$ cat src/bounded_deque_with_remove_match_unit_defines.svh
// Assertion macros for the bounded deque unit.
// Used by the top level only; no other dependencies.
`ifndef BOUNDED_DEQUE_WITH_REMOVE_MATCH_UNIT_DEFINES_SVH
`define BOUNDED_DEQUE_WITH_REMOVE_MATCH_UNIT_DEFINES_SVH

// Check that a condition implies another in the same cycle.
`define BDQ_ASSERT_SAME(name, clk, rst_n, ante, cons) \
    name: assert property (@(posedge clk) disable iff (!rst_n) (ante) |-> (cons)) \
        else $error("bdq assertion failed");

// Check that a condition implies another in the next cycle.
`define BDQ_ASSERT_NEXT(name, clk, rst_n, ante, cons) \
    name: assert property (@(posedge clk) disable iff (!rst_n) (ante) |=> (cons)) \
        else $error("bdq assertion failed");

`endif

$ cat src/bdq_pkg.sv
// Shared types, widths, codes and address helper for the bounded deque unit.
// No dependencies; every other file but the defines header imports this package.
`default_nettype none

package bdq_pkg;

    localparam int DEPTH   = 16;
    localparam int DATA_W  = 32;
    localparam int OP_W    = 3;
    localparam int IDX_W   = $clog2(DEPTH);
    localparam int CNT_W   = $clog2(DEPTH + 1);
    localparam int SUM_W   = CNT_W + 1;

    typedef logic [DATA_W-1:0] data_t;
    typedef logic [IDX_W-1:0]  idx_t;
    typedef logic [CNT_W-1:0]  cnt_t;
    typedef logic [SUM_W-1:0]  sum_t;

    typedef enum logic [OP_W-1:0] {
        OP_PUSH_BACK  = 3'd0,
        OP_PUSH_FRONT = 3'd1,
        OP_POP_FRONT  = 3'd2,
        OP_POP_BACK   = 3'd3,
        OP_REMOVE     = 3'd4,
        OP_CLEAR      = 3'd5
    } op_t;

    typedef enum logic [1:0] {
        ST_OK      = 2'd0,
        ST_EMPTY   = 2'd1,
        ST_FULL    = 2'd2,
        ST_NOMATCH = 2'd3
    } status_t;

    // Memory port request from the sequencer
    typedef struct packed {
        logic  we;
        idx_t  waddr;
        data_t wdata;
        idx_t  raddr;
    } mem_req_t;

    // Map a logical position (0 = front) to a storage slot
    function automatic idx_t slot_of(input idx_t front, input cnt_t k);
        sum_t sum;
        sum = SUM_W'(front) + SUM_W'(k);
        if (sum >= SUM_W'(DEPTH))
        begin
            sum = sum - SUM_W'(DEPTH);
        end
        return sum[IDX_W-1:0];
    endfunction

endpackage

`default_nettype wire

$ cat src/bdq_cmd_if.sv
// Request channel of the bounded deque unit: operation and value.
// Depends on bdq_pkg.
`default_nettype none

interface bdq_cmd_if import bdq_pkg::*; ();
    logic              valid;
    logic              ready;
    logic [OP_W-1:0]   op;
    logic [DATA_W-1:0] value;

    modport source (output valid, output op, output value, input ready);
    modport sink   (input valid, input op, input value, output ready);
endinterface

`default_nettype wire

$ cat src/bdq_rsp_if.sv
// Result channel of the bounded deque unit: popped word, status, occupancy.
// Depends on bdq_pkg.
`default_nettype none

interface bdq_rsp_if import bdq_pkg::*; ();
    logic              valid;
    logic              ready;
    logic [DATA_W-1:0] popped;
    logic [1:0]        status;
    logic [CNT_W-1:0]  occupancy;

    modport source (output valid, output popped, output status, output occupancy,
                    input ready);
    modport sink   (input valid, input popped, input status, input occupancy,
                    output ready);
endinterface

`default_nettype wire

$ cat src/bdq_mem.sv
// Entry store of the bounded deque: one write port, one registered read port.
// Depends on bdq_pkg.
`default_nettype none

module bdq_mem import bdq_pkg::*;
(
    input  wire logic     clk,
    input  wire mem_req_t req,
    output data_t         rd_data
);

    data_t mem [DEPTH];

    // Write one entry
    always_ff @(posedge clk)
    begin
        if (req.we)
        begin
            mem[req.waddr] <= req.wdata;
        end
    end

    // Register read data
    always_ff @(posedge clk)
    begin
        rd_data <= mem[req.raddr];
    end

endmodule

`default_nettype wire

$ cat src/bdq_seq.sv
// Sequencer of the bounded deque: decodes a request, walks the store for
// remove, compacts it, and holds the result register. Depends on bdq_pkg,
// bdq_cmd_if and bdq_rsp_if.
`default_nettype none

module bdq_seq import bdq_pkg::*;
(
    input  wire logic clk,
    input  wire logic rst_n,
    bdq_cmd_if.sink   cmd,
    bdq_rsp_if.source rsp,
    output mem_req_t  mem_req,
    input  wire data_t rd_data
);

    typedef enum logic [2:0] {
        S_IDLE,
        S_EXEC,
        S_POP_WAIT,
        S_SCAN,
        S_SHIFT,
        S_DONE
    } state_t;

    state_t          state_reg, state_next;
    logic [OP_W-1:0] op_reg, op_next;
    data_t           val_reg, val_next;
    idx_t            front_reg, front_next;
    cnt_t            count_reg, count_next;
    cnt_t            k_reg, k_next;
    data_t           res_popped_reg, res_popped_next;
    status_t         res_status_reg, res_status_next;
    logic            out_valid_reg, out_valid_next;
    data_t           out_popped_reg, out_popped_next;
    status_t         out_status_reg, out_status_next;
    cnt_t            out_occ_reg, out_occ_next;

    cnt_t            rd_k;
    sum_t            kp1, kp2;
    idx_t            front_dec, front_inc;

    assign kp1 = SUM_W'(k_reg) + SUM_W'(1);
    assign kp2 = SUM_W'(k_reg) + SUM_W'(2);

    assign front_dec = (front_reg == '0) ? IDX_W'(DEPTH - 1) : front_reg - IDX_W'(1);
    assign front_inc = (front_reg == IDX_W'(DEPTH - 1)) ? '0 : front_reg + IDX_W'(1);

    assign cmd.ready     = (state_reg == S_IDLE);
    assign rsp.valid     = out_valid_reg;
    assign rsp.popped    = out_popped_reg;
    assign rsp.status    = out_status_reg;
    assign rsp.occupancy = out_occ_reg;

    // Next-state and memory request logic
    always_comb
    begin
        state_next      = state_reg;
        op_next         = op_reg;
        val_next        = val_reg;
        front_next      = front_reg;
        count_next      = count_reg;
        k_next          = k_reg;
        res_popped_next = res_popped_reg;
        res_status_next = res_status_reg;
        out_valid_next  = out_valid_reg;
        out_popped_next = out_popped_reg;
        out_status_next = out_status_reg;
        out_occ_next    = out_occ_reg;
        rd_k            = '0;
        mem_req.we      = 1'b0;
        mem_req.waddr   = slot_of(front_reg, k_reg);
        mem_req.wdata   = val_reg;

        // Drop the result once taken
        if (out_valid_reg && rsp.ready)
        begin
            out_valid_next = 1'b0;
        end

        case (state_reg)
            S_IDLE:
            begin
                if (cmd.valid)
                begin
                    op_next    = cmd.op;
                    val_next   = cmd.value;
                    state_next = S_EXEC;
                end
            end

            S_EXEC:
            begin
                res_popped_next = '0;
                res_status_next = ST_OK;
                state_next      = S_DONE;
                case (op_reg)
                    OP_PUSH_BACK:
                    begin
                        if (count_reg == CNT_W'(DEPTH))
                        begin
                            res_status_next = ST_FULL;
                        end
                        else
                        begin
                            mem_req.we    = 1'b1;
                            mem_req.waddr = slot_of(front_reg, count_reg);
                            count_next    = count_reg + CNT_W'(1);
                        end
                    end
                    OP_PUSH_FRONT:
                    begin
                        if (count_reg == CNT_W'(DEPTH))
                        begin
                            res_status_next = ST_FULL;
                        end
                        else
                        begin
                            mem_req.we    = 1'b1;
                            mem_req.waddr = front_dec;
                            front_next    = front_dec;
                            count_next    = count_reg + CNT_W'(1);
                        end
                    end
                    OP_POP_FRONT:
                    begin
                        if (count_reg == '0)
                        begin
                            res_status_next = ST_EMPTY;
                        end
                        else
                        begin
                            rd_k       = '0;
                            front_next = front_inc;
                            count_next = count_reg - CNT_W'(1);
                            state_next = S_POP_WAIT;
                        end
                    end
                    OP_POP_BACK:
                    begin
                        if (count_reg == '0)
                        begin
                            res_status_next = ST_EMPTY;
                        end
                        else
                        begin
                            rd_k       = count_reg - CNT_W'(1);
                            count_next = count_reg - CNT_W'(1);
                            state_next = S_POP_WAIT;
                        end
                    end
                    OP_REMOVE:
                    begin
                        res_status_next = ST_NOMATCH;
                        if (val_reg != '0 && count_reg != '0)
                        begin
                            rd_k       = '0;
                            k_next     = '0;
                            state_next = S_SCAN;
                        end
                    end
                    OP_CLEAR:
                    begin
                        count_next = '0;
                        front_next = '0;
                    end
                    default:
                    begin
                    end
                endcase
            end

            S_POP_WAIT:
            begin
                res_popped_next = rd_data;
                state_next      = S_DONE;
            end

            // Compare one entry per cycle, fetching the next one meanwhile
            S_SCAN:
            begin
                if (rd_data == val_reg)
                begin
                    if (kp1 < SUM_W'(count_reg))
                    begin
                        rd_k       = kp1[CNT_W-1:0];
                        state_next = S_SHIFT;
                    end
                    else
                    begin
                        count_next      = count_reg - CNT_W'(1);
                        res_status_next = ST_OK;
                        state_next      = S_DONE;
                    end
                end
                else if (kp1 < SUM_W'(count_reg))
                begin
                    rd_k   = kp1[CNT_W-1:0];
                    k_next = kp1[CNT_W-1:0];
                end
                else
                begin
                    state_next = S_DONE;
                end
            end

            // Move entry k+1 down to k, fetching k+2 meanwhile
            S_SHIFT:
            begin
                mem_req.we    = 1'b1;
                mem_req.waddr = slot_of(front_reg, k_reg);
                mem_req.wdata = rd_data;
                if (kp2 < SUM_W'(count_reg))
                begin
                    rd_k   = kp2[CNT_W-1:0];
                    k_next = kp1[CNT_W-1:0];
                end
                else
                begin
                    count_next      = count_reg - CNT_W'(1);
                    res_status_next = ST_OK;
                    state_next      = S_DONE;
                end
            end

            // Hand the result to the output register once it is free
            S_DONE:
            begin
                if (!out_valid_reg || rsp.ready)
                begin
                    out_valid_next  = 1'b1;
                    out_popped_next = res_popped_reg;
                    out_status_next = res_status_reg;
                    out_occ_next    = count_reg;
                    state_next      = S_IDLE;
                end
            end

            default:
            begin
                state_next = S_IDLE;
            end
        endcase

        mem_req.raddr = slot_of(front_reg, rd_k);
    end

    // Hold state and registered outputs
    always_ff @(posedge clk or negedge rst_n)
    begin
        if (!rst_n)
        begin
            state_reg      <= S_IDLE;
            op_reg         <= '0;
            val_reg        <= '0;
            front_reg      <= '0;
            count_reg      <= '0;
            k_reg          <= '0;
            res_popped_reg <= '0;
            res_status_reg <= ST_OK;
            out_valid_reg  <= 1'b0;
            out_popped_reg <= '0;
            out_status_reg <= ST_OK;
            out_occ_reg    <= '0;
        end
        else
        begin
            state_reg      <= state_next;
            op_reg         <= op_next;
            val_reg        <= val_next;
            front_reg      <= front_next;
            count_reg      <= count_next;
            k_reg          <= k_next;
            res_popped_reg <= res_popped_next;
            res_status_reg <= res_status_next;
            out_valid_reg  <= out_valid_next;
            out_popped_reg <= out_popped_next;
            out_status_reg <= out_status_next;
            out_occ_reg    <= out_occ_next;
        end
    end

endmodule

`default_nettype wire

$ cat src/bounded_deque_with_remove_match_unit.sv
// Bounded deque of DEPTH words with push/pop at both ends, order-keeping
// remove of the first matching word, and clear. One request gives one result.
// A request is taken only while the sequencer is idle. Pushes, clear and
// undefined codes go from the execute state to the done state; pops pass
// a wait state between them for the registered read of the store. Remove of
// a nonzero value from a nonempty deque compares the entries in turn up to
// the match or the end, then moves each entry behind it down by one place,
// through the one read and one write port that the scan and compaction share.
// The result sits in an output register, so the next request is taken while
// it waits; the request after that stalls until the register is free.
// Depends on bdq_pkg, bdq_cmd_if, bdq_rsp_if, bdq_mem, bdq_seq.
`default_nettype none

`include "bounded_deque_with_remove_match_unit_defines.svh"

module bounded_deque_with_remove_match_unit import bdq_pkg::*;
(
    input  wire logic clk,
    input  wire logic rst_n,
    bdq_cmd_if.sink   cmd,
    bdq_rsp_if.source rsp
);

    mem_req_t mem_req;
    data_t    rd_data;

    // Sequence each request
    bdq_seq u_seq (
        .clk     (clk),
        .rst_n   (rst_n),
        .cmd     (cmd),
        .rsp     (rsp),
        .mem_req (mem_req),
        .rd_data (rd_data)
    );

    // Hold the entries
    bdq_mem u_mem (
        .clk     (clk),
        .req     (mem_req),
        .rd_data (rd_data)
    );

    `BDQ_ASSERT_NEXT(a_busy_after_accept, clk, rst_n, cmd.valid && cmd.ready, !cmd.ready)
    `BDQ_ASSERT_SAME(a_occ_bound, clk, rst_n, rsp.valid, rsp.occupancy <= CNT_W'(DEPTH))
    `BDQ_ASSERT_SAME(a_full_occ, clk, rst_n, rsp.valid && rsp.status == ST_FULL, rsp.occupancy == CNT_W'(DEPTH))
    `BDQ_ASSERT_SAME(a_empty_pop, clk, rst_n, rsp.valid && rsp.status == ST_EMPTY, rsp.occupancy == '0 && rsp.popped == '0)

endmodule

`default_nettype wire
$ cat src/flat_wrapper.sv
// flat-port wrapper written by rule: the top's interface ports become plain ports
module bounded_deque_with_remove_match_unit_flat import bdq_pkg::*;
  (clk, rst_n, cmd_valid, cmd_op, cmd_value, cmd_ready, rsp_valid, rsp_popped, rsp_status, rsp_occupancy, rsp_ready);
  bdq_cmd_if cmd_i ();
  bdq_rsp_if rsp_i ();
  input  wire logic clk;
  input  wire logic rst_n;
  input wire logic [$bits(cmd_i.valid)-1:0] cmd_valid;
  input wire logic [$bits(cmd_i.op)-1:0] cmd_op;
  input wire logic [$bits(cmd_i.value)-1:0] cmd_value;
  output wire logic [$bits(cmd_i.ready)-1:0] cmd_ready;
  output wire logic [$bits(rsp_i.valid)-1:0] rsp_valid;
  output wire logic [$bits(rsp_i.popped)-1:0] rsp_popped;
  output wire logic [$bits(rsp_i.status)-1:0] rsp_status;
  output wire logic [$bits(rsp_i.occupancy)-1:0] rsp_occupancy;
  input wire logic [$bits(rsp_i.ready)-1:0] rsp_ready;
  assign cmd_i.valid = cmd_valid;
  assign cmd_i.op = cmd_op;
  assign cmd_i.value = cmd_value;
  assign cmd_ready = cmd_i.ready;
  assign rsp_valid = rsp_i.valid;
  assign rsp_popped = rsp_i.popped;
  assign rsp_status = rsp_i.status;
  assign rsp_occupancy = rsp_i.occupancy;
  assign rsp_i.ready = rsp_ready;
  bounded_deque_with_remove_match_unit u_core (.clk(clk), .rst_n(rst_n), .cmd(cmd_i), .rsp(rsp_i));
endmodule
$ cat config.mk
export PLATFORM = sky130hd
export DESIGN_NAME = bounded_deque_with_remove_match_unit_flat
export DESIGN_NICKNAME = d
export VERILOG_FILES = /design/src/bdq_pkg.sv /design/src/bdq_cmd_if.sv /design/src/bdq_rsp_if.sv /design/src/bdq_mem.sv /design/src/bdq_seq.sv /design/src/bounded_deque_with_remove_match_unit.sv /design/src/flat_wrapper.sv
export VERILOG_INCLUDE_DIRS = /design/src /design/src/src
export SDC_FILE = /design/constraint.sdc
export NUM_CORES = 1
export LEC_CHECK = 0
export ABC_AREA = 1
export BUFFER_PORTS_ARGS = -buffer_cell sky130_fd_sc_hd__clkbuf_2
export CAP_MARGIN = 20
export CORE_MARGIN = 3
export CORE_UTILIZATION = 60
export CTS_BUF_LIST = sky130_fd_sc_hd__clkbuf_16
export DETAILED_ROUTE_END_ITERATION = 7
export PLACE_DENSITY_LB_ADDON = 0.08
export SETUP_SLACK_MARGIN = 0.02
export SLEW_MARGIN = 20
export SYNTH_ARGS = -nofsm -noshare
export SYNTH_HDL_FRONTEND = slang
export SYNTH_HIERARCHICAL = 1
export SYNTH_SLANG_ARGS = --single-unit
$ cat constraint.sdc
create_clock -name clk -period 8.3 [get_ports clk]
set_input_delay 0.83 -clock clk [delete_from_list [all_inputs] [get_ports clk]]
set_output_delay 0.83 -clock clk [all_outputs]
set_load 0.01 [all_outputs]
==> summary.txt <==
Placed design
  – Pre-CTS setup slack: 3.24 ns
  – DP Area: about 31,000 µm²
  – Post-DP HPWL: about 40 mm
  – Number of port buffers: 79
  – Gpl congestion: approximately 0.86

Critical path
  – R2R depth: 17
  – Setup CP Type: reg -> reg
  – Critical R2R Capture: u_core/u_mem/rd_data[26]
  – Reg2reg start: u_core/u_seq/k_reg[1]
  – Worst EP required: roughly 9 ns
  – CP Capture Type: flip-flop
  – Worst setup endpoint: u_core/u_mem/rd_data[26]
  – Critical Path Source: u_core/u_seq/k_reg[1]
  – Reg-to-reg slack, setup: around 3.1 ns
  – CP Launch Type: flip-flop
  – Worst-path maximum fanout: around 120
  – Critical Path AT: about 5.7 ns

Layout
  – P&R area growth vs syn: 10.4%
  – Layout cell share with drive strength beyond 1: 0.0965
  – # fillers: between 3,000 and 4,000
  – Largest register FFs: 512
  – Nets@finish: approximately 3,200
  – Most flops, register: u_core/u_mem/mem
  – Design area: ~33,000 µm²
  – Final antenna diode count: 0

STA
  – TNS Setup: 0 ns
  – Final setup violation count: 0
  – Slew margin rel.: 0.268
  – Fin. Hold Viols: 0
  – Hold WS: between 0.15 and 0.2 ns
  – Highest clock rate: 0.194 GHz
  – Final slew viol count: 0
  – Measured slew at the worst slew-check pin: roughly 1.1 ns
  – Final Critical Period: about 5.2 ns
  – Setup Skew: around 0.015 ns
  – Final period utilization: 0.621
  – PnR worst setup slack: 3.15 ns
  – Unrepaired setup endpoints after global routing: false

Clocking
  – H-tree levels: 3
  – CTS Sinks: 670
  – Postcts setup bufs: 0
  – CTS Buf Count: 71
  – CTS Buffer Depth: 3
  – Reg clk slew, reported paths: 0.06 ns
  – TritonCTS clock tree: yes
  – Clock Latency Late Sink: slightly above 0.6 ns
  – # hold bufs at CTS: 0
  – Root buf cell: clkbuf_16
  – Post_cts resized: 0

Drt
  – Antenna viol nets, final: 0
  – Via density: about 5.5
  – TritonRoute pass-1 iters: 6
  – Final wirelength: 73.2 mm
  – DR vias: ~21,000
  – # DRC: 0
  – Per-cell routed wire length: ~19 µm
  – Initial DRC count: between 2,000 and 2,500

Synth
  – Mapped cell area: 29,900 µm²
  – Warnings, synthesis: 6
  – Cell variety after synth: 45
  – Number of flops mapped to enable cells by yosys: between 500 and 600
  – Sequential area share after synthesis: 0.640
  – Ys async rst share: 0.188
  – Mean Syn Cell Area: ~9.9 µm²
  – Post-Syn Instances: 3,020
  – Synthesized Nets: between 3,000 and 4,000
  – Ys flop type: edfxtp_1
  – #FFs+latches synth: 670

Status
  – Status: finished, final reports clean

Power and ir drop
  – Reg power frac: 0.350
  – NetSw: approximately 0.0065 W
  – Pint: 0.00850 W
  – Static leakage: between 10 and 15 nW
  – Sw frac: 0.433
  – Peak supply drop: ~480 µV
  – PD cells: 454 nW/µm²
  – Clock power frac: 0.193
  – Combinational share of power: 0.457

Global route
  – Vias in the first global route: 19,628
  – Total grt overflow: 0
  – Initial antenna violation count: 1
  – Overall Global Routing Usage: 0.280
  – Pin count of the biggest net entering global routing: roughly 130
  – First-pass GRT wire length: 113 mm

Floorplanning
  – Row cnt: between 80 and 90
  – Core Area: 49,200 µm²
  – DIE AREA: about 53,000 µm²
  – Die height: 229 µm
  – Width of the chip: 229 µm
  – Top-level I/O count: 80
  – Initial Util: 0.609

Job
  – Total of max-cap violations: 0

Min path
  – HP Class: in -> async
routing by layer:
| layer | wire [µm] | vias up | track usage | share of wire |
|---|---|---|---|---|
| li1 | - | 9885 | - | - |
| met1 | 31300 | 9944 | 0.404 | 0.43 |
| met2 | 34100 | 895 | 0.444 | 0.47 |
| met3 | 6030 | 140 | 0.0425 | 0.082 |
| met4 | 1860 | 0 | 0.0863 | 0.025 |
| met5 | 0 | - | 0 | 0 |
power by group through the flow:
stage                     registers, W  logic [W]  clock network (W)
after floorplan                0.00519    0.00502                  0
after global placement         0.00529    0.00664                  0
after detailed placement       0.00531    0.00677                  0
after CTS                      0.00524    0.00681            0.00294
after global routing           0.00530    0.00764            0.00308
final                          0.00525    0.00686            0.00289
final cells by class:
class	count	area, µm²	area share
well taps	664	831	0.0251
multi-input cells	1685	8090	0.245
inverters	528	2000	0.0605
clock buffers	73	1830	0.0553
clock inverters	52	282	0.00852
flip-flops and latches	670	19200	0.580
repair buffers	141	867	0.0262
Yosys cell counts, types with 16 or more instances:
cell type,instances,area share
a21oi_1,31,0.0052
buf_2,65,0.011
buf_6,29,0.011
clkbuf_1,23,0.0029
dfrtp_1,126,0.11
dfxtp_1,32,0.021
edfxtp_1,512,0.51
ha_1,24,0.010
inv_1,510,0.064
inv_2,16,0.0020
nand2_1,894,0.11
nand3_1,412,0.069
nand4_1,17,0.0036
nor2_1,88,0.011
o21ai_0,77,0.013
o22ai_1,37,0.0077
xnor2_1,29,0.0085
per-stage QoR:
step	power, W	std cells	util
after floorplan	0.0102	3020	-
after global placement	0.0119	3688	0.630
after detailed placement	0.0121	3688	0.630
after CTS	0.0150	3813	0.672
after global routing	0.0160	3813	0.673
final	0.0150	3813	0.673
worst min path at each step:
| stage | from | end | slack [ns] |
|---|---|---|---|
| 4_1_cts | rst_n | u_core/u_seq/rsp.popped[3] | 0.15 |
| 2_1_floorplan | u_core/u_seq/res_status_reg[0] | u_core/u_seq/res_status_reg[0] | 0.45 |
| 3_5_place_dp | u_core/u_seq/rsp.occupancy[3] | u_core/u_seq/rsp.occupancy[3] | 0.47 |
| 3_3_place_gp | u_core/u_seq/rsp.popped[20] | u_core/u_seq/rsp.popped[20] | 0.46 |
| 6_report | rst_n | u_core/u_seq/rsp.popped[3] | 0.16 |
| 5_1_grt | rst_n | u_core/u_seq/rsp.popped[3] | 0.18 |
cells in the final DEF, fill, tap and decap left out, drive strengths merged, types with 22 or more instances in the layout:
cell    count
a21oi      31
buf        63
inv       556
o21ai      82
clkinv     22
nand3     416
o22ai      37
nand2     904
nor2       98
xnor2      29
clkbuf    151
dfxtp      32
dfrtp     126
edfxtp    512
ha         24
worst max-delay path, stage by stage (launching register included):
cell      delay, ns
dfrtp_1        0.49
ha_1           0.30
nand2_1        0.08
inv_1          0.05
nor2_1         0.14
ha_1           0.27
a21o_1         0.18
a21oi_1        0.24
nand3_2        0.22
o221ai_1       0.35
ha_4           0.47
inv_6          0.72
buf_4          0.77
nand2_1        0.13
nand3_1        0.11
nand3_1        0.09
nand3_1        0.13
nand2_1        0.05
cell families (layout without fill, tap and decap cells):
| kind of cell | after synthesis | in the layout | share of synthesized area |
|---|---|---|---|
| AOI/OAI and AO/OA | 164 | 164 | 0.0303 |
| xor gates and xnor gates | 36 | 36 | 0.0105 |
| adders and majority gates | 27 | 27 | 0.0120 |
| buffers and inverters | 665 | 794 | 0.0949 |
| DFF | 670 | 670 | 0.640 |
| muxes | 20 | 20 | 0.00752 |
| and+or+nand+nor | 1438 | 1438 | 0.205 |
Power figures use the tool's default switching activity.
